[src/rtl/pbet_pkg.sv]
// ----------------------------------------------------------------------------
// pbet_pkg
// shared types, event codes, mode codes and register map of the key event
// tracker
// ----------------------------------------------------------------------------
package pbet_pkg;

   // event codes
   localparam logic [2:0] EV_NONE   = 3'd0;
   localparam logic [2:0] EV_DOWN   = 3'd1;
   localparam logic [2:0] EV_READY  = 3'd2;
   localparam logic [2:0] EV_PRESS  = 3'd3;
   localparam logic [2:0] EV_REPEAT = 3'd4;
   localparam logic [2:0] EV_UP     = 3'd5;
   localparam logic [2:0] EV_DONE   = 3'd6;

   // key mode codes
   localparam logic [2:0] MODE_UP     = 3'd0;
   localparam logic [2:0] MODE_DOWN   = 3'd1;
   localparam logic [2:0] MODE_READY  = 3'd2;
   localparam logic [2:0] MODE_PRESS  = 3'd3;
   localparam logic [2:0] MODE_REPEAT = 3'd4;

   // register indexes (byte address 4*i)
   localparam logic [2:0] REG_TRACK_MASK = 3'd0;
   localparam logic [2:0] REG_READY_TIME = 3'd1;
   localparam logic [2:0] REG_LONG_TIME  = 3'd2;
   localparam logic [2:0] REG_REPEAT     = 3'd3;
   localparam logic [2:0] REG_DONE_TIME  = 3'd4;

   localparam int unsigned ADDR_W = 5;

   // reset values
   localparam logic [7:0]  TRACK_MASK_RST = 8'hFF;
   localparam logic [15:0] READY_TIME_RST = 16'd50;
   localparam logic [15:0] LONG_TIME_RST  = 16'd1000;
   localparam logic [15:0] REPEAT_RST     = 16'd200;
   localparam logic [15:0] DONE_TIME_RST  = 16'd500;
   localparam logic [7:0]  PINS_RST       = 8'hFF;
   localparam logic [7:0]  COUNT_MAX      = 8'hFF;

   typedef struct packed {
      logic [7:0]  track_mask;
      logic [15:0] ready_time;
      logic [15:0] long_press_time;
      logic [15:0] repeat_time;
      logic [15:0] done_time;
   } cfg_type;

   typedef struct packed {
      logic [2:0] event_type;
      logic [7:0] event_data;
   } event_type_type;

endpackage

[src/rtl/pbet_csr.sv]
// ----------------------------------------------------------------------------
// pbet_csr
// apb-style register file holding the track mask and timing thresholds
// ----------------------------------------------------------------------------
module pbet_csr (
   input  logic                        clock,
   input  logic                        reset,
   input  logic                        psel,
   input  logic                        penable,
   input  logic                        pwrite,
   input  logic [pbet_pkg::ADDR_W-1:0] paddr,
   input  logic [31:0]                 pwdata,
   output logic [31:0]                 prdata,
   output logic                        pready,
   output pbet_pkg::cfg_type           cfg
);

   pbet_pkg::cfg_type cfg_ff;
   pbet_pkg::cfg_type cfg_in;
   logic [2:0]        index;
   logic              wr_en;

   assign index  = paddr[pbet_pkg::ADDR_W-1:2];
   assign wr_en  = psel & penable & pwrite;
   assign pready = 1'b1;
   assign cfg    = cfg_ff;

   always_comb begin
      cfg_in = cfg_ff;
      if (wr_en) begin
         unique case (index)
            pbet_pkg::REG_TRACK_MASK: cfg_in.track_mask      = pwdata[7:0];
            pbet_pkg::REG_READY_TIME: cfg_in.ready_time      = pwdata[15:0];
            pbet_pkg::REG_LONG_TIME:  cfg_in.long_press_time = pwdata[15:0];
            pbet_pkg::REG_REPEAT:     cfg_in.repeat_time     = pwdata[15:0];
            pbet_pkg::REG_DONE_TIME:  cfg_in.done_time       = pwdata[15:0];
            default: ;
         endcase
      end
   end

   always_comb begin
      unique case (index)
         pbet_pkg::REG_TRACK_MASK: prdata = {24'd0, cfg_ff.track_mask};
         pbet_pkg::REG_READY_TIME: prdata = {16'd0, cfg_ff.ready_time};
         pbet_pkg::REG_LONG_TIME:  prdata = {16'd0, cfg_ff.long_press_time};
         pbet_pkg::REG_REPEAT:     prdata = {16'd0, cfg_ff.repeat_time};
         pbet_pkg::REG_DONE_TIME:  prdata = {16'd0, cfg_ff.done_time};
         default:                  prdata = 32'd0;
      endcase
   end

   always_ff @(posedge clock) begin
      if (reset) begin
         cfg_ff.track_mask      <= pbet_pkg::TRACK_MASK_RST;
         cfg_ff.ready_time      <= pbet_pkg::READY_TIME_RST;
         cfg_ff.long_press_time <= pbet_pkg::LONG_TIME_RST;
         cfg_ff.repeat_time     <= pbet_pkg::REPEAT_RST;
         cfg_ff.done_time       <= pbet_pkg::DONE_TIME_RST;
      end else begin
         cfg_ff <= cfg_in;
      end
   end

endmodule

[src/rtl/pbet_core.sv]
// ----------------------------------------------------------------------------
// pbet_core
// key tracking state and the per-sample event decision
// ----------------------------------------------------------------------------
module pbet_core (
   input  logic                     clock,
   input  logic                     reset,
   input  pbet_pkg::cfg_type        cfg,
   input  logic                     step_en,
   input  logic [7:0]               pins,
   input  logic [15:0]              now,
   output pbet_pkg::event_type_type evt
);

   logic [7:0]  pin_levels_ff,   pin_levels_in;
   logic [7:0]  tracked_keys_ff, tracked_keys_in;
   logic [2:0]  key_mode_ff,     key_mode_in;
   logic [7:0]  repeat_count_ff, repeat_count_in;
   logic [15:0] down_stamp_ff,   down_stamp_in;
   logic [15:0] press_stamp_ff,  press_stamp_in;

   logic [7:0]  changed;
   logic [7:0]  low;
   logic [7:0]  held;
   logic [7:0]  count_inc;
   logic [15:0] since_down;
   logic [15:0] since_press;

   assign changed     = pin_levels_ff ^ pins;
   assign low         = changed & (~changed + 8'd1);
   assign held        = (pin_levels_ff ^ cfg.track_mask) & cfg.track_mask;
   assign since_down  = now - down_stamp_ff;
   assign since_press = now - press_stamp_ff;
   assign count_inc   = (repeat_count_ff == pbet_pkg::COUNT_MAX) ?
                        repeat_count_ff : repeat_count_ff + 8'd1;

   always_comb begin
      pin_levels_in   = pin_levels_ff;
      tracked_keys_in = tracked_keys_ff;
      key_mode_in     = key_mode_ff;
      repeat_count_in = repeat_count_ff;
      down_stamp_in   = down_stamp_ff;
      press_stamp_in  = press_stamp_ff;
      evt.event_type  = pbet_pkg::EV_NONE;
      evt.event_data  = tracked_keys_ff;

      if (changed != 8'd0) begin
         // edge on the pins: report lowest changed pin
         down_stamp_in   = now;
         pin_levels_in   = pins;
         tracked_keys_in = low;
         evt.event_data  = low;
         if ((pins & changed) != 8'd0) begin
            if (key_mode_ff == pbet_pkg::MODE_READY) begin
               evt.event_type = pbet_pkg::EV_PRESS;
               key_mode_in    = pbet_pkg::MODE_PRESS;
            end else begin
               evt.event_type = pbet_pkg::EV_UP;
               key_mode_in    = pbet_pkg::MODE_UP;
            end
         end else begin
            evt.event_type = pbet_pkg::EV_DOWN;
            key_mode_in    = pbet_pkg::MODE_DOWN;
         end
      end else begin
         unique case (key_mode_ff)
            pbet_pkg::MODE_PRESS: begin
               key_mode_in    = pbet_pkg::MODE_UP;
               evt.event_type = pbet_pkg::EV_UP;
            end
            pbet_pkg::MODE_UP: begin
               evt.event_data = 8'd0;
               if (held != 8'd0) begin
                  // keys still held: done is dropped, go to ready
                  key_mode_in     = pbet_pkg::MODE_READY;
                  down_stamp_in   = now;
                  tracked_keys_in = held;
               end else if (tracked_keys_ff != 8'd0 && since_down >= cfg.done_time) begin
                  tracked_keys_in = 8'd0;
                  evt.event_type  = pbet_pkg::EV_DONE;
                  evt.event_data  = tracked_keys_ff;
               end
            end
            pbet_pkg::MODE_DOWN: begin
               if (since_down >= cfg.ready_time) begin
                  repeat_count_in = 8'd0;
                  key_mode_in     = pbet_pkg::MODE_READY;
                  press_stamp_in  = now;
                  evt.event_type  = pbet_pkg::EV_READY;
               end
            end
            pbet_pkg::MODE_READY: begin
               if (since_down >= cfg.long_press_time) begin
                  key_mode_in     = pbet_pkg::MODE_REPEAT;
                  repeat_count_in = count_inc;
                  down_stamp_in   = now;
                  evt.event_type  = pbet_pkg::EV_REPEAT;
                  evt.event_data  = count_inc;
               end
            end
            pbet_pkg::MODE_REPEAT: begin
               if (since_down >= cfg.long_press_time) begin
                  repeat_count_in = count_inc;
                  down_stamp_in   = now;
                  evt.event_type  = pbet_pkg::EV_REPEAT;
                  evt.event_data  = count_inc;
               end else if (since_press >= cfg.repeat_time) begin
                  press_stamp_in = now;
                  evt.event_type = pbet_pkg::EV_PRESS;
                  evt.event_data = held;
               end
            end
            default: ;
         endcase
      end
   end

   always_ff @(posedge clock) begin
      if (reset) begin
         pin_levels_ff   <= pbet_pkg::PINS_RST;
         tracked_keys_ff <= 8'd0;
         key_mode_ff     <= pbet_pkg::MODE_UP;
         repeat_count_ff <= 8'd0;
         down_stamp_ff   <= 16'd0;
         press_stamp_ff  <= 16'd0;
      end else if (step_en) begin
         pin_levels_ff   <= pin_levels_in;
         tracked_keys_ff <= tracked_keys_in;
         key_mode_ff     <= key_mode_in;
         repeat_count_ff <= repeat_count_in;
         down_stamp_ff   <= down_stamp_in;
         press_stamp_ff  <= press_stamp_in;
      end
   end

endmodule

[src/rtl/push_button_event_tracker.sv]
// ----------------------------------------------------------------------------
// push_button_event_tracker
// turns samples of eight active-low key pins plus a millisecond stamp into
// down, ready, press, repeat, up and done events
// ----------------------------------------------------------------------------
//
//   channel | direction | beat contents               | handshake
//   --------+-----------+-----------------------------+-------------------------
//   req     | in        | pins[7:0], now[15:0]        | req_valid / req_ready
//   rsp     | out       | event_type[2:0], data[7:0]  | rsp_valid / rsp_ready
//   csr     | in/out    | 5 registers at 4*i          | psel/penable, pready=1
//
// - one beat in, one event out; a new beat can enter every cycle while rsp is not stalled
// - a beat passes through the input register, then the event decision into the
//   result register
// - the tracker state advances as a beat leaves the input register, so the
//   next beat sees it in the following cycle
// - a stalled rsp holds the result; one more beat can still wait in the
//   input register before req_ready drops
// - reset is synchronous: empties both stages and restores the configuration registers and tracker state
//
module push_button_event_tracker (
   input  logic                        clock,
   input  logic                        reset,
   // sample beats
   input  logic                        req_valid,
   output logic                        req_ready,
   input  logic [7:0]                  req_pins,
   input  logic [15:0]                 req_now,
   // event beats
   output logic                        rsp_valid,
   input  logic                        rsp_ready,
   output logic [2:0]                  rsp_event_type,
   output logic [7:0]                  rsp_event_data,
   // register port
   input  logic                        psel,
   input  logic                        penable,
   input  logic                        pwrite,
   input  logic [pbet_pkg::ADDR_W-1:0] paddr,
   input  logic [31:0]                 pwdata,
   output logic [31:0]                 prdata,
   output logic                        pready
);

   pbet_pkg::cfg_type        cfg;
   pbet_pkg::event_type_type evt;

   // input register
   logic        in_valid_ff, in_valid_in;
   logic [7:0]  in_pins_ff;
   logic [15:0] in_now_ff;

   // result register
   logic        rsp_valid_ff, rsp_valid_in;
   logic [2:0]  rsp_type_ff;
   logic [7:0]  rsp_data_ff;

   logic advance;   // result stage can take a new event
   logic step;      // a beat moves from input to result stage

   pbet_csr u_csr (
      .clock   (clock),
      .reset   (reset),
      .psel    (psel),
      .penable (penable),
      .pwrite  (pwrite),
      .paddr   (paddr),
      .pwdata  (pwdata),
      .prdata  (prdata),
      .pready  (pready),
      .cfg     (cfg)
   );

   pbet_core u_core (
      .clock   (clock),
      .reset   (reset),
      .cfg     (cfg),
      .step_en (step),
      .pins    (in_pins_ff),
      .now     (in_now_ff),
      .evt     (evt)
   );

   assign advance   = ~rsp_valid_ff | rsp_ready;
   assign step      = in_valid_ff & advance;
   // input register is free when empty or when it drains this cycle
   assign req_ready = ~in_valid_ff | advance;

   assign in_valid_in  = (req_valid & req_ready) | (in_valid_ff & ~advance);
   assign rsp_valid_in = step | (rsp_valid_ff & ~rsp_ready);

   always_ff @(posedge clock) begin
      if (reset) begin
         in_valid_ff  <= 1'b0;
         rsp_valid_ff <= 1'b0;
      end else begin
         in_valid_ff  <= in_valid_in;
         rsp_valid_ff <= rsp_valid_in;
      end
   end

   // payload registers
   always_ff @(posedge clock) begin
      if (req_valid & req_ready) begin
         in_pins_ff <= req_pins;
         in_now_ff  <= req_now;
      end
      if (step) begin
         rsp_type_ff <= evt.event_type;
         rsp_data_ff <= evt.event_data;
      end
   end

   assign rsp_valid      = rsp_valid_ff;
   assign rsp_event_type = rsp_type_ff;
   assign rsp_event_data = rsp_data_ff;

   // a beat leaving the input stage always lands in the result stage
   a_step_lands : assert property (@(posedge clock) disable iff (reset)
      step |=> rsp_valid_ff)
      else $error("decided event lost");

   // input side never blocks while the result stage is empty
   a_ready_when_empty : assert property (@(posedge clock) disable iff (reset)
      !rsp_valid_ff |-> req_ready)
      else $error("req_ready low with empty result stage");

   // a waiting sample is not overwritten
   a_no_overrun : assert property (@(posedge clock) disable iff (reset)
      (in_valid_ff && !advance) |=> (in_valid_ff && $stable(in_now_ff)
                                     && $stable(in_pins_ff)))
      else $error("waiting sample overwritten");

   // repeat events always carry a nonzero count
   a_repeat_count : assert property (@(posedge clock) disable iff (reset)
      (rsp_valid_ff && rsp_type_ff == pbet_pkg::EV_REPEAT) |-> rsp_data_ff != 8'd0)
      else $error("repeat event with zero count");

endmodule

[config.mk]
export PLATFORM = sky130hd
export DESIGN_NAME = push_button_event_tracker
export DESIGN_NICKNAME = d
export VERILOG_FILES = /design/src/rtl/pbet_pkg.sv /design/src/rtl/pbet_csr.sv /design/src/rtl/pbet_core.sv /design/src/rtl/push_button_event_tracker.sv
export SDC_FILE = /design/constraint.sdc
export NUM_CORES = 1
export LEC_CHECK = 0
export ABC_AREA = 0
export BUFFER_PORTS_ARGS = -buffer_cell sky130_fd_sc_hd__buf_2
export CORE_MARGIN = 1.5
export CORE_UTILIZATION = 45
export CTS_BUF_LIST = sky130_fd_sc_hd__clkbuf_16
export CTS_CLUSTER_SIZE = 30
export DETAILED_ROUTE_END_ITERATION = 8
export GPL_TIMING_DRIVEN = 1
export SETUP_SLACK_MARGIN = 0.05
export SLEW_MARGIN = 20
export SYNTH_ARGS = -nofsm -noshare
export SYNTH_HDL_FRONTEND = slang
export SYNTH_SLANG_ARGS = --single-unit
[constraint.sdc]
create_clock -name clock -period 10.9 [get_ports clock]
set_input_delay 0 -clock clock [delete_from_list [all_inputs] [get_ports clock]]
set_output_delay 0 -clock clock [all_outputs]
set_load 0.01 [all_outputs]
# Yosys cells after proc, flatten, opt, wreduce, memory -nomap -nowiden
# Index checks and enable logic that the tools add are counted.
# totals
out_inout_bits	46
register_bits	168
in_bits	68
# classes
eq_ne	17
n_mux	35
n_reduce_logical	25
order_cmp	4
bitwise_logic	21
addsub	4
# ops
cell	count
$mux W16	6
$pmux W16 S5	1
$ge A16 B16 Y1	4
$pmux W16 S2	2
$mux W8	7
$mux W11	5
$reduce_bool A8 Y1	4
$sub A16 B16 Y16	2
$and A8 B8 Y8	3
$pmux W8 S3	1
$mux W3	6
$add A8 B1 Y8 const B	2
$pmux W8 S2	1
$xor A8 B8 Y8	2
$pmux W3 S5	1
$eq A3 B2 Y1 const B	4
$pmux W3 S4	1
$reduce_and A2 Y1	6
$mux W10	1
$reduce_and A5 Y1	2
$ne A3 B1 Y1 const B	3
$eq A8 B8 Y1 const B	1
$not A8 Y8	1
$and A1 B1 Y1	6
other kinds (17)	34

# Logic depth before layout (Yosys ltp)
# Gate-level depths: netlist of run 1.
# logic_depth
word_depth	7
mapped_depth	21
mapped_depth_nobuf	20

# Hierarchy
# Synthesis of run 1 repeated with hierarchy kept, for this count alone.
# unflattened
hier_cells	1230
area_unflattened_um2	11169.5
# by_module_without_submodules
mod	seq_area_each_um2	area_each_um2	instances	cells_each
pbet_core	1181.1	6363.6	1	810
pbet_csr	1441.4	3651.0	1	375
push_button_event_tracker	1091.0	1154.9	1	45

# Worst setup path after synthesis of run 1
# No wires, ideal clock.
# synth_path
path_kind	register to register
start	register in_now_ff[2]
end	register u_core.repeat_count_ff[1]
arrival_time_ns	4.216
path_stages_with_launch	19
synth_period_minus_slack_ns	4.333
path_slack_ns	6.567
required_time_ns	10.783
path_cell_list	edfxtp_1 -> ha_1 -> nor2b_1 -> o21ai_0 -> a21boi_1 -> o41ai_1 -> a211oi_1 -> a2111o_1 -> a21oi_1 -> xnor2_1 -> ha_1 -> nand3_1 -> or3_1 -> o211ai_1 -> a221oi_2 -> nor4_4 -> o21a_1 -> a21oi_1 -> a32o_1
# synth_between
elab_chain_len	4
elab_cells_between_ends	6
# synth_rtl
item	line	rtl
start: declaration	push_button_event_tracker.sv:51	logic [15:0] in_now_ff;
start signal: assignment	push_button_event_tracker.sv:106	in_now_ff <= req_now;
$sub A16 B16 Y16 *	pbet_core.sv:32	assign since_down = now - down_stamp_ff;
$ge A16 B16 Y1 (on tied branches)	pbet_core.sv:93, pbet_core.sv:102, pbet_core.sv:85	
$ne A2 B1 Y1 (no source line)	n/a	
$reduce_and A5 Y1 (no source line) *	n/a	
end signal: assignment	pbet_core.sv:130	repeat_count_ff <= repeat_count_in;
end: declaration	pbet_core.sv:18	logic [7:0] repeat_count_ff, repeat_count_in;
# Every way passes the cells marked *; elsewhere a longest branch is shown, timed or not.
# A chain may end at the register's enable or synchronous reset.

==> flow_summary.yaml, run 1 <==
status:
  outcome: "completed"
route:
  via_count: 9120
  viasPerCell: 5.43
  drt-initial-drc-count: 550
  ant_nets: 0
  wl_per_cell_um: 16.4
  finalWirelength_um: 27500
  detailedRoute.firstPassIterationCount: 5
  drc: 0
synth:
  ys_types: 73
  synth.avg_cell_area_um2: 8.34
  yosysSeqAreaShare_pct: 35.3
  synth_flop_cell: "dfxtp_1"
  syn_area_mm2: 0.0105
  ys_warn_count: 0
  async_flop_share_pct: 0
  synth-seq-cells: 168
  synth_edf_count: 35
  syn_inst: 1260
power_and_ir_drop:
  p_sw_uw: 481
  p_int_mw: 1.10
  power_frac_comb_pct: 20.4
  clockPowerShare_pct: 37.6
  sw_frac_of_total_pct: 30.4
  pwr-share-seq_pct: 42.1
  p_leak_nw: 4.89
  total_power_mw: 1.58
  powerDensity_mw_per_mm2: 131
  worst_ir_drop_vdd_mv: 0.0796
floorplan:
  core_area_mm2: 0.0228
  initial_core_util_pct: 46.1
  die_x_um: 156
  die_h_um: 156
  ios: 114
  design.die.area_mm2: 0.0243
  rows: 55
worst_setup_path:
  cp_slowest_cell: "nor3_2"
  crit_path_end_kind: "register"
  cp_common_cell: "ha_1"
  crit_required_ns: 11.15
  critical-path-top-delay-family: "compound AO/OA/AOI/OAI gates"
  cp_max_fo: 11
  rr_worst_depth: 18
  cp_cell_sequence: "inv_1, ha_1, fa_1, nor2b_1, o21ai_0, a21boi_1, o41ai_1, a211oi_1, a2111o_1, a21oi_1, xnor2_1, ha_1, and4_2, a221oi_4, nand2_1, nor3_2, a221oi_1, a22oi_1"
  worst-path-stages: 18
  start_kind: "register"
  path_class: "reg -> reg"
  cp_data_arrival_time_ns: 5.77
  cp_num_buf_inv: 1
  r2r_slack_ns: 5.38
  slowest_delay_ns: 0.59
min_path:
  hold_path_class: "in -> reg"
  hold_depth: 5
cells_and_area:
  final_nets: 1528
  drive_above_1_share_pct: 10.3
  syn2layout_area_growth_pct: 14.9
  diodes: 0
  fin_util_pct: 53.0
timing:
  slew_viol_final: 0
  relSlewSlack_pct: 38.5
  finClkSkew_ns: 0.0137
  finalCritPeriodShare_pct: 50.6
  period_needed_ns: 5.52
  finalSetupTns_ns: 0
  grt_setup_unrepaired: "no"
  clock.fmax_ghz: 0.181
  worst_pin_slew_ns: 0.922
  hold_viol: 0
  setup_viol: 0
clock_tree:
  cts_tree: "yes"
  insertion_delay_ns: 0.44
  ctsResizeCount: 0
  clkTransAtPathRegs_ns: 0.08
  cts_buffers: 17
  cts.sinks: 168
  htree_levels: 4
  cts_setup_buffers: 0
  root_buffer: "clkbuf_16"
  clk_path_buf_depth: 2
global_route:
  grt_pass1_vias: 8517
  grt_overflow: 0
  antenna_found_initial: 0
  grt_max_degree: 75
  globalRoute.busiestLayer: "met2"
  track_usage_pct: 23.5
  grt_pass1_wl_um: 44600
  grt_use_met3_pct: 3.72
  use_met2_pct: 41.7
  met1_usage_pct: 28.9
flow_run:
  max-cap-violations: 0
place:
  portBuffers: 78
  place_hpwl_um: 20200
  gp_congestion: 0.893
[worst reg2reg max path: stages (launching register included)]
cell and delay, ns:
edfxtp_1 0.42, inv_1 0.11, ha_1 0.20, fa_1 0.23, nor2b_1 0.05, o21ai_0 0.22, a21boi_1 0.15, o41ai_1 0.54
a211oi_1 0.17, a2111o_1 0.43, a21oi_1 0.18, xnor2_1 0.25, ha_1 0.32, and4_2 0.23, a221oi_4 0.44, nand2_1 0.40
nor3_2 0.59, a221oi_1 0.19, a22oi_1 0.23
[area by class of cell]
cell class	instances	area, um2
Clock buffer	17	425
Clock inverter	15	144
Fill cell	2199	10700
Inverter	113	424
Multi-Input combinational cell	925	6080
Sequential cell	168	3710
Tap cell	313	392
Timing Repair Buffer	130	891
[power by group through the flow]
stage	registers [mW]	clock network [mW]	logic, mW
3_3_place_gp	0.680	0	0.307
2_1_floorplan	0.676	0	0.229
6_report	0.666	0.595	0.323
3_5_place_dp	0.681	0	0.311
5_1_grt	0.668	0.641	0.362
4_1_cts	0.667	0.609	0.325
[metal layers]
layer	wire length, um	vias to the layer above
met3	1080	39
met5	0	-
li1	-	4595
met2	13600	228
met4	703	0
met1	12200	4258
[state kept, by name, indices dropped and copies added, names as in the netlist]
| name | count |
|---|---|
| in_now_ff | 16 |
| u_core.tracked_keys_ff | 8 |
| u_csr.cfg | 72 |
| in_pins_ff | 8 |
| u_core.press_stamp_ff | 16 |
| in_valid_ff | 1 |
| rsp_event_type | 3 |
| u_core.key_mode_ff | 3 |
| rsp_valid | 1 |
| u_core.repeat_count_ff | 8 |
| u_core.pin_levels_ff | 8 |
| u_core.down_stamp_ff | 16 |
| rsp_event_data | 8 |
[stage by stage]
| stage | setup WS (ns) | instances | cell area (um2) | hold slack (ns) |
|---|---|---|---|---|
| final | 5.38 | 1681 | 12100 | 0.115 |
| after detailed placement | 5.44 | 1606 | 11100 | 0.178 |
| after CTS | 5.36 | 1681 | 12100 | 0.0978 |
| after global placement | 5.34 | 1606 | 11100 | 0.176 |
| after floorplan | 6.57 | 1275 | 10600 | 0.0989 |
| after global routing | 4.99 | 1681 | 12100 | 0.128 |
[cell families (layout without fill, tap and decap cells)]
family	Yosys count	after routing	share of synthesized area, %
multiplexers	36	36	3.43
XOR/XNOR	28	28	2.33
AO/OA/AOI/OAI	334	334	21.1
AND/OR/NAND/NOR	405	405	17.7
adder cells (fa/ha/maj)	105	105	12.6
buffers and inverters	182	275	7.37
flip-flops	168	168	35.3
other	2	17	0.0715
[cell usage after synthesis (all sizes together) (10+ instances only)]
cell	n	area [um2]
edfxtp	35	1050
o21a	10	75.1
nand2	148	556
nor2b	31	194
nand2b	12	75.1
dfxtp	133	2660
inv	113	424
a31oi	10	62.6
a22oi	10	75.1
mux2i	36	360
a211o	36	315
xnor2	23	201
a211oi	16	120
a21oi	111	574
nor3	23	120
ha	103	1290
o21ai	64	320
clkbuf	41	154
a21o	24	190
or3	11	68.8
nand3	28	145
buf	28	196
nor2	111	417
[cells in the final DEF, fill, tap and decap left out, types with 10 or more instances in the layout]
cell type	instances
nand2_1	148
dfxtp_1	133
inv_1	113
nor2_1	111
a21oi_1	108
ha_1	103
buf_2	77
o21ai_0	63
dlygate4sd3_1	43
a211o_1	36
mux2i_1	36
edfxtp_1	35
nor2b_1	31
nand3_1	27
xnor2_1	23
nor3_1	21
a21o_1	21
conb_1	17
clkbuf_16	17
a211oi_1	16
nand2b_1	12
or3_1	11
o21a_1	10
a31oi_1	10
a22oi_1	10
buf_4	10
[what timing repair did]
action / CTS / global route
endpoints found under the hold margin: 98 / 0
setup endpoints to repair: 0 / 0
hold buffers: 43 / 0
[final timing paths]
path                 start           endpoint
max           in_now_ff[0]  rsp_event_data[0]
min                 pwrite      u_csr.cfg[59]
max reg2reg   in_now_ff[0]  rsp_event_data[0]
min reg2reg  u_csr.cfg[58]      u_csr.cfg[58]
Note: power is estimated with default switching activity, not from simulation.
==> run 2: changes to the inputs <==
Settings changed: ABC_AREA 0 to 1.
Clock period 10.9 ns to 5.1 ns, I/O delays scaled along.
==> flow_summary.yaml, run 2 <==
cells_and_area:
  diodes: 0
  final_area_mm2: 0.0123
  fillerInstances: 2350
  largest_reg_flops: 72
  layout_commonest_cell: "nand2_1"
  multi_input_area_mm2: 0.00598
  final_cell_mix: "297 x nand2_1, 188 x inv_1, 134 x a21oi_1, 133 x dfxtp_1, 114 x nor2_1"
  drive_above_1_share_pct: 11.1
  final_nets: 1729
  syn2layout_area_growth_pct: 15.1
  register_area_mm2: 0.00371
route:
  detailedRoute.firstPassIterationCount: 5
  wl_per_cell_um: 15.3
  viasPerCell: 5.15
  via_count: 9720
  drc: 0
  finalWirelength_um: 28900
  ant_nets: 0
  drt-initial-drc-count: 620
min_path:
  min_from: "paddr[3]"
  hold_path_class: "in -> reg"
  hold_depth: 4
  worstHoldEndpoint: "u_csr.cfg[70]"
timing:
  clock.fmax_ghz: 0.222
  finalSetupTns_ns: 0
  grt_setup_unrepaired: "no"
  finClkSkew_ns: 0.0161
  hold_viol: 0
  period_needed_ns: 4.50
  slew_viol_final: 0
  relSlewSlack_pct: 24.7
  finalHoldWorstSlack_ns: 0.0196
  finalCritPeriodShare_pct: 88.1
  worst_pin_slew_ns: 1.12
  setup_viol: 0
floorplan:
  ios: 114
  initial_core_util_pct: 45.8
  die_h_um: 157
  die_x_um: 157
  design.die.area_mm2: 0.0248
  rows: 56
  core_area_mm2: 0.0234
global_route:
  grt_overflow: 0
  track_usage_pct: 24.1
  antenna_found_initial: 0
  grt_pass1_vias: 9028
  grt_pass1_wl_um: 46300
  grt_max_degree: 61
clock_tree:
  clkTransAtPathRegs_ns: 0.07
  clk_path_buf_depth: 2
  cts_setup_buffers: 0
  htree_levels: 4
  insertion_delay_ns: 0.45
  cts.sinks: 168
  cts_tree: "yes"
  cts_buffers: 17
  root_buffer: "clkbuf_16"
synth:
  synth_edf_count: 35
  yosysSeqAreaShare_pct: 34.6
  synth-seq-cells: 168
  syn_area_mm2: 0.0107
  syn_inst: 1449
  yosys-top-cells-count: "297 x nand2_1, 187 x inv_1, 134 x a21oi_1"
  synth_flop_cell: "dfxtp_1"
  yosysMostFrequentCell: "nand2_1"
  netlist_top_cells_area: "dfxtp_1 25%, ha_1 12%, nand2_1 10%"
  synth.avg_cell_area_um2: 7.40
  synth.top_cell.area_share_pct: 24.8
  async_flop_share_pct: 0
  ys_warn_count: 0
  ys_types: 50
  yosysTopAreaCell: "dfxtp_1"
place:
  gp_congestion: 0.914
  dpl-instance-area_mm2: 0.0113
  portBuffers: 78
  place_hpwl_um: 21400
power_and_ir_drop:
  powerDensity_mw_per_mm2: 314
  total_power_mw: 3.88
  worst_ir_drop_vdd_mv: 0.215
  p_leak_nw: 5.61
worst_setup_path:
  regToRegStartpoint: "in_now_ff[0]"
  cp_num_buf_inv: 3
  cp_common_cell: "nand2_1"
  cp_data_arrival_time_ns: 4.83
  crit_path_end_kind: "register"
  path_class: "reg -> reg"
  crit_required_ns: 5.43
  cp_max_fo: 16
  cp_cell_sequence: "inv_1, ha_1, fa_1, o211ai_1, nand2_1, nand2_1, nand2_1, a21oi_1, nand2_1, nand2_1, xor2_1, ha_1, nand2_1, o21ai_0, a21oi_1, nand3_2, inv_1, nand3_1, nand2_4, inv_2, nor2_1, nor2_1"
  critical-path-top-delay-family: "simple AND/OR/NAND/NOR gates"
  r2r-end: "u_core.down_stamp_ff[2]"
  slowest_delay_ns: 0.44
  start_kind: "register"
  r2r_slack_ns: 0.60
  rr_worst_depth: 22
  cp_slowest_cell: "a21oi_1"
status:
  outcome: "completed"
flow_run:
  max-cap-violations: 0
-- run 2: cell types whose count changed after synthesis, moves of 26 or more --
cell,before,now
a211o_1,36,0
mux2i_1,36,0
o21ai_0,63,100
nor2b_1,31,0
a21oi_1,108,134
nand3_1,27,78
nand2_1,148,297
inv_1,113,187
-- run 2: worst max-delay path by stage --
| stage | from | endpoint | cells past startpoint |
|---|---|---|---|
| after detailed placement | in_now_ff[1] | u_core.repeat_count_ff[0] | 20 |
| after floorplan | in_now_ff[0] | u_core.press_stamp_ff[0] | 22 |
| final | in_now_ff[0] | u_core.down_stamp_ff[2] | 22 |
| after global routing | in_now_ff[0] | rsp_event_data[0] | 23 |
| after global placement | in_now_ff[0] | u_core.repeat_count_ff[0] | 21 |
| after CTS | in_now_ff[1] | u_core.repeat_count_ff[0] | 20 |
-- run 2: logic make-up after synthesis --
logic type | count (synthesis) | synth area share, %
AOI/OAI and AO/OA | 311 | 16.3
xor gates and xnor gates | 29 | 2.37
adders and majority gates | 105 | 12.4
buffers and inverters | 262 | 10.2
DFF | 168 | 34.6
other | 2 | 0.0700
and+or+nand+nor | 572 | 24.0
-- run 2: tightest hold or removal path: cells and delay by family --
kind / cells / cell delay [ns]
buffers and inverters: 1 / 0.14
AND/OR/NAND/NOR: 3 / 0.26
-- run 2: what timing repair did --
action                                  4_1_cts  5_1_grt
endpoints found under the setup margin        0       27
hold buffers                                 45        0
gates resized for setup                       0        1
hold endpoints to repair                     98        0
-- run 2: layout make-up --
type | count | share of cell area [%]
sequential | 168 | 30.1
tap | 319 | 3.23
clock inverter | 14 | 1.10
inverter | 204 | 6.20
clock buffer | 18 | 3.65
multi-input combinational | 1034 | 48.5
timing repair buffer | 131 | 7.29
-- run 2: per-stage QoR --
step / setup slack, ns / instances / util (%)
floorplan: 1.50 / 1464 / -
global route: 0.147 / 1888 / 52.8
global placement: 0.586 / 1811 / 48.3
CTS: 0.529 / 1888 / 52.7
detailed placement: 0.565 / 1811 / 48.3
finish: 0.605 / 1888 / 52.8
-- run 2: power by group --
group / switching [mW] / internal [mW]
Clock: 0.596 / 0.716
Combinational: 0.717 / 0.409
Sequential: 0.0349 / 1.41
Total: 1.35 / 2.53
-- run 2: routing by layer --
metal / vias up / track usage [%] / wire [um]
met4: 0 / 7.64 / 583
met1: 4454 / 29.6 / 12800
li1: 5004 / - / -
met3: 36 / 3.74 / 1280
met5: - / 0 / 0
met2: 226 / 42.9 / 14200
